[src/hw/rtl/console_line_editor_defines.svh]
// Assertion macros for the console line editor RTL.
`ifndef CONSOLE_LINE_EDITOR_DEFINES_SVH
`define CONSOLE_LINE_EDITOR_DEFINES_SVH

// Check a condition at every clock edge outside reset.
`define CLE_ASSERT(lbl, prop, msg) \
   lbl: assert property (@(posedge clock) disable iff (reset) (prop)) \
      else $error(msg);

// Check that a condition holds in the cycle after a trigger.
`define CLE_ASSERT_NEXT(lbl, trig, post, msg) \
   lbl: assert property (@(posedge clock) disable iff (reset) (trig) |=> (post)) \
      else $error(msg);

`endif

[src/hw/rtl/cle_pkg.sv]
package cle_pkg;

   localparam int RING_DEPTH_DEF = 128;

   localparam logic [7:0] KEY_INTR = 8'h03;
   localparam logic [7:0] KEY_EOF  = 8'h04;
   localparam logic [7:0] KEY_BACK = 8'h08;
   localparam logic [7:0] KEY_DUMP = 8'h10;
   localparam logic [7:0] KEY_KILL = 8'h15;
   localparam logic [7:0] CH_CR    = 8'h0D;
   localparam logic [7:0] CH_LF    = 8'h0A;
   localparam logic [7:0] KEY_NUL  = 8'h00;

   localparam logic [8:0] ERASE_CODE = 9'h100;
   localparam logic [8:0] ECHO_CARET = 9'h05E;
   localparam logic [8:0] ECHO_C     = 9'h043;
   localparam logic [7:0] ECHO_COUNT_MAX = 8'd255;

   typedef enum logic [1:0] {
      ST_IDLE,
      ST_READ,
      ST_INTR
   } cle_state_type;

   // Commands from the controller to the datapath.
   typedef struct packed {
      logic load_key;    // key transfer: act on it and load its first result
      logic issue_read;  // read transfer: start the ring read
      logic load_read;   // ring data is back: load the read result
      logic load_intr2;  // load the second interrupt result
   } cle_cmd_type;

   // Status from the datapath to the controller.
   typedef struct packed {
      logic is_read;
      logic is_intr;
      logic out_free;
   } cle_sts_type;

   // Result payload, last field in the lowest bits.
   typedef struct packed {
      logic [6:0] pad;
      logic       read_empty;
      logic       read_stop;
      logic [7:0] read_char;
      logic       read_valid;
      logic       dump_seen;
      logic       interrupt_seen;
      logic       line_ready;
      logic       serial_erase;
      logic [7:0] echo_count;
      logic [8:0] echo_char;
      logic       echo_valid;
   } cle_result_type;

endpackage

[src/hw/rtl/cle_ram.sv]
module cle_ram #(
   parameter int WIDTH = 8,
   parameter int DEPTH = 128
) (
   input  logic                     clock,
   input  logic                     wr_en,
   input  logic [$clog2(DEPTH)-1:0] wr_addr,
   input  logic [WIDTH-1:0]         wr_data,
   input  logic                     rd_en,
   input  logic [$clog2(DEPTH)-1:0] rd_addr,
   output logic [WIDTH-1:0]         rd_data
);

   logic [WIDTH-1:0] mem_ff [DEPTH];
   logic [WIDTH-1:0] rd_data_ff;

   always_ff @(posedge clock) begin
      if (wr_en) begin
         mem_ff[wr_addr] <= wr_data;
      end
      if (rd_en) begin
         rd_data_ff <= mem_ff[rd_addr];
      end
   end

   assign rd_data = rd_data_ff;

endmodule

[src/hw/rtl/cle_ctrl.sv]
module cle_ctrl import cle_pkg::*; (
   input  logic        clock,
   input  logic        reset,
   input  logic        req_tvalid,
   output logic        req_tready,
   input  cle_sts_type sts,
   output cle_cmd_type cmd
);

   cle_state_type state_ff;
   cle_state_type state_in;

   always_ff @(posedge clock) begin
      if (reset) begin
         state_ff <= ST_IDLE;
      end else begin
         state_ff <= state_in;
      end
   end

   always_comb begin
      state_in   = state_ff;
      req_tready = 1'b0;
      cmd        = '0;
      unique case (state_ff)
         ST_IDLE: begin
            req_tready = sts.out_free;
            if (req_tvalid && sts.out_free) begin
               if (sts.is_read) begin
                  cmd.issue_read = 1'b1;
                  state_in       = ST_READ;
               end else begin
                  cmd.load_key = 1'b1;
                  if (sts.is_intr) begin
                     state_in = ST_INTR;
                  end
               end
            end
         end
         ST_READ: begin
            if (sts.out_free) begin
               cmd.load_read = 1'b1;
               state_in      = ST_IDLE;
            end
         end
         ST_INTR: begin
            if (sts.out_free) begin
               cmd.load_intr2 = 1'b1;
               state_in       = ST_IDLE;
            end
         end
         default: begin
            state_in = ST_IDLE;
         end
      endcase
   end

endmodule

[src/hw/rtl/cle_dp.sv]
`include "console_line_editor_defines.svh"

module cle_dp import cle_pkg::*; #(
   parameter int RING_DEPTH = RING_DEPTH_DEF
) (
   input  logic        clock,
   input  logic        reset,
   input  logic [15:0] req_tdata,
   input  logic        req_tuser,
   input  logic        csr_valid,
   input  logic        csr_data,
   input  cle_cmd_type cmd,
   output cle_sts_type sts,
   output logic        rsp_tvalid,
   output logic [39:0] rsp_tdata,
   output logic        rsp_tlast,
   input  logic        rsp_tready
);

   localparam int IDX_MOD = 2 * RING_DEPTH;
   localparam int IDX_W   = $clog2(IDX_MOD);
   localparam int SLOT_W  = $clog2(RING_DEPTH);
   localparam int CNT_W   = (IDX_W > 8) ? IDX_W : 8;

   function automatic logic [IDX_W-1:0] idx_inc(input logic [IDX_W-1:0] x);
      return (x == IDX_W'(IDX_MOD - 1)) ? '0 : x + 1'b1;
   endfunction

   function automatic logic [IDX_W-1:0] idx_dec(input logic [IDX_W-1:0] x);
      return (x == '0) ? IDX_W'(IDX_MOD - 1) : x - 1'b1;
   endfunction

   function automatic logic [SLOT_W-1:0] idx_slot(input logic [IDX_W-1:0] x);
      return (x >= IDX_W'(RING_DEPTH)) ? SLOT_W'(x - IDX_W'(RING_DEPTH)) : SLOT_W'(x);
   endfunction

   // Wraps modulo twice the depth; a power-of-two modulus wraps by itself.
   function automatic logic [IDX_W-1:0] idx_diff(input logic [IDX_W-1:0] a,
                                                 input logic [IDX_W-1:0] b);
      return (a >= b) ? a - b : a + IDX_W'(IDX_MOD) - b;
   endfunction

   logic [IDX_W-1:0] read_ff, read_in;
   logic [IDX_W-1:0] commit_ff, commit_in;
   logic [IDX_W-1:0] edit_ff, edit_in;
   logic             echo_ff;
   logic             first_ff;
   logic             rsp_valid_ff, rsp_valid_in;
   cle_result_type   rsp_data_ff, rsp_data_in;
   logic             rsp_last_ff, rsp_last_in;

   logic [7:0]       key;
   logic [7:0]       stored;
   logic [IDX_W-1:0] edit_inc;
   logic [IDX_W-1:0] occ_edit;
   logic [IDX_W-1:0] occ_commit;
   logic [IDX_W-1:0] uncommitted;
   logic [CNT_W-1:0] kill_wide;
   logic [7:0]       kill_cnt;
   logic             room;
   logic             out_free;

   cle_result_type   key_res, rd_res, intr_res;
   logic [IDX_W-1:0] key_edit, key_commit, rd_read;
   logic             key_we;
   logic [7:0]       ram_rdata;

   assign key         = req_tdata[7:0];
   assign stored      = (key == CH_CR) ? CH_LF : key;
   assign edit_inc    = idx_inc(edit_ff);
   assign occ_edit    = idx_diff(edit_ff, read_ff);
   assign occ_commit  = idx_diff(commit_ff, read_ff);
   assign uncommitted = idx_diff(edit_ff, commit_ff);
   assign room        = occ_edit < IDX_W'(RING_DEPTH);
   assign kill_wide   = CNT_W'(uncommitted);
   assign kill_cnt    = (kill_wide > CNT_W'(ECHO_COUNT_MAX)) ? ECHO_COUNT_MAX
                                                             : kill_wide[7:0];
   assign out_free    = !rsp_valid_ff || rsp_tready;

   assign sts.is_read  = req_tuser;
   assign sts.is_intr  = (key == KEY_INTR);
   assign sts.out_free = out_free;

   cle_ram #(
      .WIDTH (8),
      .DEPTH (RING_DEPTH)
   ) u_ring (
      .clock   (clock),
      .wr_en   (cmd.load_key && key_we),
      .wr_addr (idx_slot(edit_ff)),
      .wr_data (stored),
      .rd_en   (cmd.issue_read),
      .rd_addr (idx_slot(read_ff)),
      .rd_data (ram_rdata)
   );

   // Key handling. The uncommitted tail never holds a newline (one commits
   // at once), so kill-line erases exactly back to the commit point.
   always_comb begin
      key_res    = '0;
      key_edit   = edit_ff;
      key_commit = commit_ff;
      key_we     = 1'b0;
      unique case (key)
         KEY_DUMP: begin
            key_res.dump_seen = 1'b1;
         end
         KEY_KILL: begin
            key_edit           = commit_ff;
            key_res.echo_valid = echo_ff && (kill_cnt != '0);
            key_res.echo_char  = ERASE_CODE;
            key_res.echo_count = kill_cnt;
         end
         KEY_BACK: begin
            if (edit_ff != commit_ff) begin
               key_edit             = idx_dec(edit_ff);
               key_res.serial_erase = 1'b1;
               key_res.echo_valid   = echo_ff;
               key_res.echo_char    = ERASE_CODE;
               key_res.echo_count   = 8'd1;
            end
         end
         KEY_INTR: begin
            key_res.echo_valid = 1'b1;
            key_res.echo_char  = ECHO_CARET;
            key_res.echo_count = 8'd1;
         end
         default: begin
            if (key != KEY_NUL && room) begin
               key_we             = 1'b1;
               key_edit           = edit_inc;
               key_res.echo_valid = echo_ff;
               key_res.echo_char  = (stored == KEY_EOF) ? {1'b0, CH_LF} : {1'b0, stored};
               key_res.echo_count = 8'd1;
               if (stored == CH_LF || stored == KEY_EOF ||
                   idx_diff(edit_inc, read_ff) == IDX_W'(RING_DEPTH)) begin
                  key_commit         = edit_inc;
                  key_res.line_ready = 1'b1;
               end
            end
         end
      endcase
   end

   always_comb begin
      intr_res                = '0;
      intr_res.echo_valid     = 1'b1;
      intr_res.echo_char      = ECHO_C;
      intr_res.echo_count     = 8'd1;
      intr_res.interrupt_seen = 1'b1;
   end

   // Read handling on the registered ring data.
   always_comb begin
      rd_res  = '0;
      rd_read = read_ff;
      if (read_ff == commit_ff) begin
         rd_res.read_empty = 1'b1;
      end else if (ram_rdata == KEY_EOF) begin
         rd_res.read_stop = 1'b1;
         if (first_ff) begin
            rd_read = idx_inc(read_ff);
         end
      end else begin
         rd_read           = idx_inc(read_ff);
         rd_res.read_valid = 1'b1;
         rd_res.read_char  = ram_rdata;
         rd_res.read_stop  = (ram_rdata == CH_LF);
      end
   end

   always_comb begin
      read_in      = read_ff;
      commit_in    = commit_ff;
      edit_in      = edit_ff;
      rsp_valid_in = rsp_valid_ff && !rsp_tready;
      rsp_data_in  = rsp_data_ff;
      rsp_last_in  = rsp_last_ff;
      if (cmd.load_key) begin
         edit_in      = key_edit;
         commit_in    = key_commit;
         rsp_valid_in = 1'b1;
         rsp_data_in  = key_res;
         rsp_last_in  = (key != KEY_INTR);
      end else if (cmd.load_read) begin
         read_in      = rd_read;
         rsp_valid_in = 1'b1;
         rsp_data_in  = rd_res;
         rsp_last_in  = 1'b1;
      end else if (cmd.load_intr2) begin
         rsp_valid_in = 1'b1;
         rsp_data_in  = intr_res;
         rsp_last_in  = 1'b1;
      end
   end

   always_ff @(posedge clock) begin
      if (reset) begin
         read_ff      <= '0;
         commit_ff    <= '0;
         edit_ff      <= '0;
         echo_ff      <= 1'b1;
         rsp_valid_ff <= 1'b0;
      end else begin
         read_ff      <= read_in;
         commit_ff    <= commit_in;
         edit_ff      <= edit_in;
         rsp_valid_ff <= rsp_valid_in;
         if (csr_valid) begin
            echo_ff <= csr_data;
         end
      end
   end

   always_ff @(posedge clock) begin
      rsp_data_ff <= rsp_data_in;
      rsp_last_ff <= rsp_last_in;
      if (cmd.issue_read) begin
         first_ff <= req_tdata[8];
      end
   end

   assign rsp_tvalid = rsp_valid_ff;
   assign rsp_tdata  = rsp_data_ff;
   assign rsp_tlast  = rsp_last_ff;

   `CLE_ASSERT(a_ring_bound, occ_edit <= IDX_W'(RING_DEPTH), "ring holds more than its depth")
   `CLE_ASSERT(a_commit_order, occ_commit <= occ_edit, "commit point beyond edit point")
   `CLE_ASSERT_NEXT(a_kill_clears, cmd.load_key && key == KEY_KILL, edit_ff == commit_ff, "kill-line left uncommitted bytes")

endmodule

[src/hw/rtl/console_line_editor.sv]
// A key transfer gives its result in the output register in the next cycle;
// a read transfer goes through the registered ring read, then the output register once free.
// Ctrl-C gives two results on consecutive free output cycles.
// One key per cycle while the output drains; a ctrl-C or a read holds requests until it is done.
// Reset: indices cleared, echo on; ring contents stay undefined, no clearing pass.
module console_line_editor import cle_pkg::*; #(
   parameter int RING_DEPTH = RING_DEPTH_DEF
) (
   input  logic        clock,
   input  logic        reset,
   // request channel
   input  logic        req_tvalid,
   output logic        req_tready,
   input  logic [15:0] req_tdata,   // [7:0] key_char, [8] first_of_read, [15:9] zero
   input  logic        req_tuser,   // [0] command: 0 typed key, 1 read one byte
   // response channel
   output logic        rsp_tvalid,
   input  logic        rsp_tready,
   output logic [39:0] rsp_tdata,   // [0] echo_valid, [9:1] echo_char,
                                    // [17:10] echo_count, [18] serial_erase,
                                    // [19] line_ready, [20] interrupt_seen,
                                    // [21] dump_seen, [22] read_valid,
                                    // [30:23] read_char, [31] read_stop,
                                    // [32] read_empty, [39:33] zero
   output logic        rsp_tlast,
   // echo enable register
   input  logic        csr_valid,
   output logic        csr_ready,
   input  logic        csr_data
);

   cle_cmd_type cmd;
   cle_sts_type sts;

   // Register writes land at once; user sends them only while the block is idle (unenforced).
   assign csr_ready = 1'b1;

   // Sequencer: one transfer at a time; hold the request side while the output is busy,
   // a read waits on the ring and the output, or the second interrupt result waits for the output.
   cle_ctrl u_ctrl (
      .clock      (clock),
      .reset      (reset),
      .req_tvalid (req_tvalid),
      .req_tready (req_tready),
      .sts        (sts),
      .cmd        (cmd)
   );

   // Indices, ring, echo register and the output register.
   cle_dp #(
      .RING_DEPTH (RING_DEPTH)
   ) u_dp (
      .clock      (clock),
      .reset      (reset),
      .req_tdata  (req_tdata),
      .req_tuser  (req_tuser),
      .csr_valid  (csr_valid),
      .csr_data   (csr_data),
      .cmd        (cmd),
      .sts        (sts),
      .rsp_tvalid (rsp_tvalid),
      .rsp_tdata  (rsp_tdata),
      .rsp_tlast  (rsp_tlast),
      .rsp_tready (rsp_tready)
   );

endmodule
[config.mk]
export PLATFORM = sky130hd
export DESIGN_NAME = console_line_editor
export DESIGN_NICKNAME = d
export VERILOG_FILES = /design/src/hw/rtl/cle_pkg.sv /design/src/hw/rtl/cle_ram.sv /design/src/hw/rtl/cle_ctrl.sv /design/src/hw/rtl/cle_dp.sv /design/src/hw/rtl/console_line_editor.sv
export VERILOG_INCLUDE_DIRS = /design/src /design/src/hw/rtl
export SDC_FILE = /design/constraint.sdc
export NUM_CORES = 1
export LEC_CHECK = 0
export BUFFER_PORTS_ARGS = -buffer_cell sky130_fd_sc_hd__buf_2
export CAP_MARGIN = 20
export CORE_MARGIN = 10
export CORE_UTILIZATION = 40
export CTS_BUF_LIST = sky130_fd_sc_hd__clkbuf_8
export DETAILED_ROUTE_END_ITERATION = 16
export MAX_ROUTING_LAYER = met4
export PLACE_DENSITY_LB_ADDON = 0.05
export SYNTH_ARGS = -nofsm -noshare
export SYNTH_HDL_FRONTEND = slang
export SYNTH_SLANG_ARGS = --single-unit
export TNS_END_PERCENT = 20
[constraint.sdc]
create_clock -name clock -period 6.5 [get_ports clock]
set_input_delay 0.65 -clock clock [delete_from_list [all_inputs] [get_ports clock]]
set_output_delay 0.65 -clock clock [all_outputs]
set_load 0.005 [all_outputs]
==> summary by stage, run 1 <==
Run status
The flow ran to the end, and the final reports show no timing, DRC or antenna violations.

STA
The total setup violations reported at the end of the flow is 0. The worst clock skew on the final layout is 0.0584 ns. The sum of negative setup slack is 0 ns. The final worst hold slack is 0.167 ns. Measured against its own limit, the worst slew margin works out to 25.3%. The part of the cycle the worst path needs is 70.3%. The number of max-slew violations in the final report is 0. Setup repair after global routing left no endpoint under its margin.

The clock period minus worst slack is 4.57 ns. The fmax is 219 MHz. The final hold violation count is 0. For the pin with the worst max-slew slack, the measured transition is 1.12 ns. The worst path meets setup with 1.93 ns of slack.

Critical path
The endpoint type of the worst setup path is a register. The endpoint identified for the worst register-to-register timing path is u_dp.u_ring.mem_ff[87][5]$_DFFE_PP_. The startpoint identified for the worst register-to-register timing path is u_dp.read_ff[2]$_SDFFE_PP0P_. The number of cells on the worst reg-to-reg path is 10. The worst setup path is launched from a register. The required time of the worst setup path is 6.96 ns. The maximum fanout count along the critical path is 29.

The setup slack of the most critical reg-to-reg path is 1.93 ns. The critical path class is reg -> reg. Data on the critical path arrives at its endpoint at 5.03 ns.

Cells and area
The total number of nets in the final design is 2473. From synthesis to final layout, the design area changed by 12.1%. The ratio of cells with drive above 1 in the final layout is 26.1%. The filler cells instantiated in the layout total 9512.

The count of cells in the finished layout, fillers not included, comes to 4038. After routing the design area is 0.0496 mm2.

Synth
The number of instances in the synthesized netlist is 2259. The fraction of registers with async set or reset after synthesis is 0%. Synthesis inferred 1095 register bits.

After synthesis, flip-flops and latches occupy 73.4% of the total area. The cell type contributing the most total cell area after synthesis is sky130_fd_sc_hd__edfxtp_1. In the synthesized netlist the dominant register cell turns out to be sky130_fd_sc_hd__edfxtp_1. In this run the mean area of a mapped cell was 19.6 um2. Sorting the synthesized cells by area gives the leading types as sky130_fd_sc_hd__edfxtp_1, sky130_fd_sc_hd__mux4_2, sky130_fd_sc_hd__dfxtp_1. Yosys mapped the design onto 80 distinct sky130hd cell types. The count of flip-flops with a built-in enable after synthesis is 1055.

The commonest cells after synthesis are sky130_fd_sc_hd__edfxtp_1, sky130_fd_sc_hd__mux4_2, sky130_fd_sc_hd__nor2_1. sky130_fd_sc_hd__edfxtp_1 is the most common cell in the netlist. The number of warnings reported in the yosys synthesis log is 0. The area of the mapped netlist is 0.0443 mm2. The synthesized design devotes to its leading area cell type 71.6% of total area.

Global route
The largest net degree at the start of global routing is 106. The number of antenna violations at the first check in global routing is 8. The total routing usage reported by global routing is 19.5%. The aggregate global routing overflow is 0.

The wire length of the first global-routing pass is 171 mm. The number of global-route vias before repair is 23500.

Detailed routing
After detailed routing, the number of remaining DRC violations is 0. The final wirelength is 119 mm. The final route contains 22500 vias. Dividing the detail-routed wire length by the instance count gives 29.5 um.

The initial detailed-routing violation count is 1923. The count of nets left with antenna violations once routing finished came out at 0. The count of TritonRoute iterations in the first routing pass is 5.

The number of vias per cell is 5.58.

Die
The initial core utilization is 40.5%. The row count is 121. The die extent in y is 353 um. From left edge to right edge, the die measures 353 um.

The core outline area is 0.109 mm2. The die area is 0.124 mm2. During I/O placement, the number of pins put on the boundary was 67.

Placed design
In this run the cell area measured after placement is 0.0462 mm2. The port buffer count is 51. The placed cell count is 3704. The congestion estimate from routability-driven global placement came to 0.799. Prior to clock tree synthesis, the placed netlist has a worst setup slack of 1.53 ns.

The final HPWL from detailed placement is 72.8 mm.

Power and ir drop
Of the total power, the share spent switching nets is 25.3%. Of the total power, combinational logic draws 8.8%. The analysis attributes to cell leakage a power of 15.4 nW. The worst-case IR drop observed on VDD is 0.000160 V. The cell-internal power is 11.2 mW. The total power density per cell area is 301 mW/mm2. The relative contribution of the clock network to total power is 38.4%. Sequential cells account for 52.8% of the total power. The switching power summed over all nets is 3.79 mW.

CTS
The maximum buffer depth of the clock tree is 3. In this run the number of H-tree levels came out at 4. Counting every sink on the clock net gives 1095.

In this run, CTS created clock tree buffers numbering 186. The clock transition time at the flip-flop clock pins of the worst setup and hold paths is 0.07 ns. The number of gates resized after cts is 0.

The cell chosen for the clock root is sky130_fd_sc_hd__clkbuf_8. TritonCTS built the clock tree. The later pin in the worst-skew pair is clocked with a latency of 0.87 ns.

Worst hold path
The end of the worst hold path is u_ctrl.state_ff[1]$_SDFFE_PP0P_. The start point of the worst min-delay path is req_tuser. The cell count of the worst hold path is 4. The min-delay analysis places its worst path in the category in -> reg.

Job
The max-capacitance violation count is 0.
==> layout make-up <==
| class | count | area (um2) | area share, % |
|---|---|---|---|
| flip-flops and latches | 1095 | 32500 | 65.5 |
| multi-input cells | 1008 | 11100 | 22.3 |
| clock buffers | 192 | 2640 | 5.33 |
| well taps | 1476 | 1850 | 3.72 |
| clock inverters | 134 | 743 | 1.50 |
| repair buffers | 107 | 741 | 1.49 |
| inverters | 24 | 92.6 | 0.187 |
| diodes | 2 | 5.00 | 0.0101 |
==> per-stage QoR <==
step | total power, mW | util [%]
5_1_grt | 15.6 | 45.4
4_1_cts | 15.1 | 45.4
3_3_place_gp | 9.31 | 42.2
6_report | 15.0 | 45.4
3_5_place_dp | 9.34 | 42.2
2_1_floorplan | 8.88 | -
==> cells by family after synthesis <==
kind of cell | count (synthesis) | share of synthesized area [%]
and+or+nand+nor | 409 | 4.37
muxes | 332 | 15.9
adders and majority gates | 28 | 0.809
other | 2 | 0.0170
buffers and inverters | 162 | 1.77
AOI/OAI and AO/OA | 201 | 3.10
DFF | 1095 | 73.4
xor gates and xnor gates | 30 | 0.594
==> cell usage in the layout (no fill, tap or decap), types with 13 or more instances in the layout <==
cell	instances
sky130_fd_sc_hd__a21oi_1	57
sky130_fd_sc_hd__a22oi_1	13
sky130_fd_sc_hd__buf_2	46
sky130_fd_sc_hd__buf_4	54
sky130_fd_sc_hd__clkbuf_8	192
sky130_fd_sc_hd__clkinv_1	46
sky130_fd_sc_hd__clkinv_2	28
sky130_fd_sc_hd__dfxtp_1	36
sky130_fd_sc_hd__edfxtp_1	1055
sky130_fd_sc_hd__ha_1	27
sky130_fd_sc_hd__inv_1	63
sky130_fd_sc_hd__mux2i_1	32
sky130_fd_sc_hd__mux4_2	298
sky130_fd_sc_hd__nand2_1	69
sky130_fd_sc_hd__nand3_1	28
sky130_fd_sc_hd__nor2_1	184
sky130_fd_sc_hd__nor3_1	25
sky130_fd_sc_hd__o21ai_0	27
sky130_fd_sc_hd__xnor2_1	22
==> how the worst max path moves through the flow <==
| stage | from | to | slack, ns | cells after the start |
|---|---|---|---|---|
| floorplan | req_tdata[0] | u_dp.u_ring.mem_ff[0][0]$_DFFE_PP_ | 1.26 | 4 |
| global placement | req_tdata[3] | u_dp.u_ring.mem_ff[111][3]$_DFFE_PP_ | 1.56 | 9 |
| detailed placement | req_tdata[3] | u_dp.u_ring.mem_ff[103][6]$_DFFE_PP_ | 1.53 | 9 |
| CTS | u_dp.read_ff[2]$_SDFFE_PP0P_ | u_dp.u_ring.mem_ff[103][1]$_DFFE_PP_ | 1.71 | 10 |
| global route | u_dp.read_ff[2]$_SDFFE_PP0P_ | u_dp.u_ring.mem_ff[119][6]$_DFFE_PP_ | 1.62 | 10 |
| finish | u_dp.read_ff[2]$_SDFFE_PP0P_ | u_dp.u_ring.mem_ff[87][5]$_DFFE_PP_ | 1.93 | 10 |
==> sequential cells by signal (all words and copies together) (netlist names) <==
name	cells
u_ctrl.state_ff	2
u_dp.commit_ff	8
u_dp.echo_ff	1
u_dp.edit_ff	8
u_dp.first_ff	1
u_dp.read_ff	8
u_dp.rsp_tdata	33
u_dp.rsp_tlast	1
u_dp.rsp_tvalid	1
u_dp.u_ring.mem_ff	1024
u_dp.u_ring.rd_data	8
==> routing by layer <==
| layer | vias to the layer above | track usage (%) | wire length [um] |
|---|---|---|---|
| met4 | 0 | 6.22 | 3120 |
| met2 | 713 | 30.0 | 57000 |
| met5 | - | - | 0 |
| met3 | 179 | 4.44 | 7590 |
| li1 | 9643 | - | - |
| met1 | 12000 | 25.7 | 51400 |
==> power groups by stage <==
stage,sequential (mW),clock [mW],combinational (mW)
3_5_place_dp,8.04,0,1.30
6_report,7.89,5.75,1.31
4_1_cts,7.89,5.93,1.31
2_1_floorplan,8.02,0,0.861
3_3_place_gp,8.04,0,1.28
5_1_grt,7.90,6.27,1.43
==> what timing repair did <==
action | CTS | global route
hold buffers | 3 | 0
hold endpoints to repair | 2 | 0
buffers inserted | 0 | 0
==> worst max-delay path, cell delays in order, from the launching register on <==
cell and delay [ns]:
sky130_fd_sc_hd__dfxtp_4 0.72, sky130_fd_sc_hd__inv_2 0.07, sky130_fd_sc_hd__ha_1 0.31, sky130_fd_sc_hd__a21oi_1 0.14, sky130_fd_sc_hd__o21ai_1 0.08, sky130_fd_sc_hd__a21oi_1 0.17
sky130_fd_sc_hd__xnor2_1 0.26, sky130_fd_sc_hd__nor2_1 0.64, sky130_fd_sc_hd__nand2_1 0.64, sky130_fd_sc_hd__buf_4 0.46, sky130_fd_sc_hd__nor2_1 0.68
No activity file was read; power rests on OpenSTA's default activity.
==> run 2: changes to the inputs <==
clock period = 4.5 ns   (was 6.5 ns; I/O delays follow)
==> run 2 against run 1 <==
  * Sequential power increased by 44%
  * Die area unchanged
  * Clock power increased by 39%
  * Register-to-register slack got worse by 1.4 ns
  * Power increased by 43%
  * Utilization increased by 1.1 points
  * First-iteration DRC count increased by 10%
  * Sequential share of layout area decreased by 1.5 points
  * Critical path type unchanged
  * Critical endpoint is now u_dp.commit_ff[0]$_SDFFE_PP0P_
==> summary by stage, run 2 (synthesis gave the netlist of run 1 again) <==
STA
The final hold violation count came to 0 (unchanged). The worst relative slew slack is 26.1% (+0.80 points). The clock period minus worst slack is 3.94 ns (-0.635 ns). The total setup violations reported at the end of the flow is 0 (unchanged). The part of the cycle the worst path needs came to 87.4% (+17 points).

The sum of negative setup slack is 0 ns (unchanged). The worst clock skew on the final layout was 0.0299 ns (-0.0285 ns). The fmax was 254 MHz (+16%). The number of max-slew violations in the final report is 0 (unchanged). Setup repair after global routing left no endpoint under its margin.

The transition time of the tightest slew-check pin is 1.11 ns (-0.00784 ns).

Detailed routing
The remaining design rule violation count is 0 (unchanged). The post-route antenna net violation count is 0 (unchanged). The number of vias per cell came to 5.53 (-0.79%). The wire length per cell is 28.1 um (-4.8%). The final wirelength is 118 mm (-1.1%). The initial detailed-routing violation count is 2117 (+10%). The count of TritonRoute iterations in the first routing pass came to 7 (+2).

The total via count in the routed design was 23200 (+3.1%).

Critical path
The cell type of the slowest stage on the worst timing path is sky130_fd_sc_hd__dfxtp_1. The number of buffers and inverters on the critical path was 0 (-2). The setup slack of the most critical reg-to-reg path was 0.56 ns (-1.36 ns).

STA classifies the critical path endpoint as a register. The destination of the critical timing path is u_dp.commit_ff[0]$_SDFFE_PP0P_. The library cell appearing most often on the critical path is sky130_fd_sc_hd__ha_1.

The endpoint of the lowest-slack register-to-register path is u_dp.commit_ff[0]$_SDFFE_PP0P_. The arrival time at the worst endpoint came to 4.71 ns (-0.32 ns). Walking the worst path, the cells encountered are ha_1 > nand3_1 > o21ai_0 > ha_1 > nor2b_4 > o31a_1 > o311a_1 > or4_4 > a211o_1 > or3_1 > a21oi_1. The maximum fanout count along the critical path is 15 (-48%). STA classifies the critical path startpoint as a register. The number of cells on the worst reg-to-reg path is 11 (+1). The required time of the worst setup path is 5.27 ns (-1.69 ns). The critical path depth came to 11 (+1). The startpoint identified for the worst register-to-register timing path is u_dp.edit_ff[0]$_SDFFE_PP0P_.

The kind of cell adding the most delay to the critical path is compound AO/OA/AOI/OAI gates. The most critical setup path has its startpoint at u_dp.edit_ff[0]$_SDFFE_PP0P_. The delay of the slowest critical-path stage is 0.64 ns (-0.08 ns). The critical path class is reg -> reg.

Cells and area
The flip-flop count of the largest register after layout is 1024 (unchanged). Leaving out fill and tap cells, the most frequent cells in the layout are sky130_fd_sc_hd__edfxtp_1, sky130_fd_sc_hd__mux4_2, sky130_fd_sc_hd__buf_4, sky130_fd_sc_hd__clkbuf_8, sky130_fd_sc_hd__nor2_1. The total number of nets in the final design is 2622 (+6.0%). The ratio of cells with drive above 1 in the final layout is 29.3% (+3.2 points).

The commonest non-fill, non-tap cell in the layout is sky130_fd_sc_hd__edfxtp_1. The register with the most flip-flops in the final layout is u_dp.u_ring.mem_ff. The count of fill cells added during filler insertion is 9380 (-1.4%). Compared with the post-synthesis result, the final layout area differs by 14.7%.

Global route
The wire length of the first global-routing pass is 171 mm (+0.11%). The number of antenna violations at the first check in global routing is 5 (-3). The largest net degree at the start of global routing is 104 (-1.9%). The aggregate global routing overflow is 0 (unchanged). The number of global-route vias before repair was 24200 (+2.7%).

The total routing usage reported by global routing is 19.3% (-0.26 points).

Power and ir drop
The peak supply drop is 0.000228 V (+42%). The total power density per cell area is 421 mW/mm2 (+40%). The leakage power of the design is 16.2 nW (+5.5%). The post-layout total power is 21.4 mW (+43%).

CTS
The tree is rooted in a sky130_fd_sc_hd__clkbuf_8. The clock buffer count from CTS is 186 (unchanged). The source-to-sink clock delay at the later pin of the worst-skew pair is 0.85 ns (-0.02 ns). The number of gates resized after cts came to 0 (unchanged). The maximum buffer depth of the clock tree is 3 (unchanged). The clock transition time at the flip-flop clock pins of the worst setup and hold paths was 0.06 ns (about the same).

The number of H-tree levels is 4 (unchanged). TritonCTS built the clock tree. The count of clock tree sinks is 1095 (unchanged).

Worst hold path
The worst min-delay path class is in -> reg.

Die
The core outline area came to 0.109 mm2 (unchanged). The die extent in y is 353 um (unchanged). The chip width was 353 um (unchanged). The die area is 0.124 mm2 (unchanged). The initial core utilization is 40.5% (unchanged). The row count came to 121 (unchanged).

The number of top-level design ports is 67 (unchanged).

Run status
The flow ran to the end, and the final reports show no timing, DRC or antenna violations.

Job
The max-capacitance violation count is 0 (unchanged).

Placed design
The final weighted congestion of routability-driven global placement was 0.805 (+0.80%). The port buffer count is 51 (unchanged). The final HPWL from detailed placement is 73.4 mm (+0.84%).
==> run 2: cell types whose count changed in the layout (fill, tap and decap cells not counted), moves of 2 or more <==
cell	before	now
sky130_fd_sc_hd__buf_4	54	189
sky130_fd_sc_hd__clkbuf_8	192	187
sky130_fd_sc_hd__dlygate4sd3_1	3	8
sky130_fd_sc_hd__buf_12	3	12
sky130_fd_sc_hd__inv_1	63	86
sky130_fd_sc_hd__bufinv_16	5	2
sky130_fd_sc_hd__clkinv_2	28	21
sky130_fd_sc_hd__clkinv_1	46	48
==> run 2: final cells by class <==
type / instances / area [um2] / area share, %
Antenna cell: 2 / 5.00 / 0.00986
Clock buffer: 187 / 2570 / 5.07
Clock inverter: 148 / 707 / 1.39
Inverter: 24 / 92.6 / 0.182
Multi-Input combinational cell: 1008 / 11100 / 21.8
Sequential cell: 1095 / 32500 / 64.0
Tap cell: 1476 / 1850 / 3.64
Timing Repair Buffer: 256 / 2000 / 3.93
==> run 2: worst register-to-register path, stage by stage, from the launching register on <==
cell and delay, ns:
sky130_fd_sc_hd__dfxtp_1 0.64, sky130_fd_sc_hd__ha_1 0.42, sky130_fd_sc_hd__nand3_1 0.17, sky130_fd_sc_hd__o21ai_0 0.37, sky130_fd_sc_hd__ha_1 0.29, sky130_fd_sc_hd__nor2b_4 0.06, sky130_fd_sc_hd__o31a_1 0.25, sky130_fd_sc_hd__o311a_1 0.31
sky130_fd_sc_hd__or4_4 0.46, sky130_fd_sc_hd__a211o_1 0.42, sky130_fd_sc_hd__or3_1 0.34, sky130_fd_sc_hd__a21oi_1 0.14
==> run 2: stage by stage <==
stage                     cells  cell area (um2)  util [%]  hold slack (ns)  worst slack, ns
after global routing       4196            50800      46.4           0.0886            0.177
after CTS                  4193            50700      46.4           0.0120            0.574
final                      4196            50800      46.4            0.112            0.565
after detailed placement   3850            47400      43.3            0.434            0.351
after global placement     3850            47400      43.3            0.431            0.558
after floorplan            2265            44300         -            0.439           -0.515
==> run 2: routing by layer <==
metal	routed length, um	global-route usage (%)
met5	0	-
met4	2300	5.05
met3	6480	3.70
met2	57600	30.3
met1	51400	25.7
==> run 2: where the power goes <==
part / leakage (nW) / internal, mW / switching [mW] / total (mW)
registers: 9.82 / 11.3 / 0.120 / 11.4
logic: 4.47 / 0.668 / 1.31 / 1.98
clock network: 1.93 / 3.99 / 3.98 / 7.97
==> run 2: worst min-delay path by stage <==
| stage | depth (start not counted) | startpoint | slack, ns | endpoint |
|---|---|---|---|---|
| 2_1_floorplan | 2 | u_dp.rsp_tdata[31]$_SDFFE_PP0P_ | 0.44 | u_dp.rsp_tdata[31]$_SDFFE_PP0P_ |
| 3_3_place_gp | 2 | u_dp.rsp_tdata[31]$_SDFFE_PP0P_ | 0.43 | u_dp.rsp_tdata[31]$_SDFFE_PP0P_ |
| 3_5_place_dp | 1 | u_dp.rsp_tdata[22]$_SDFFE_PP0P_ | 0.43 | u_dp.rsp_tdata[22]$_SDFFE_PP0P_ |
| 4_1_cts | 3 | req_tdata[2] | 0.01 | u_dp.rsp_tdata[3]$_DFFE_PP_ |
| 5_1_grt | 2 | reset | 0.09 | u_dp.read_ff[2]$_SDFFE_PP0P_ |
| 6_report | 2 | reset | 0.11 | u_ctrl.state_ff[1]$_SDFFE_PP0P_ |
==> run 2: what timing repair did <==
item	CTS	global route
buffers inserted	0	0
endpoints found under the hold margin	9	0
hold buffers	8	0
setup endpoints to repair	0	0
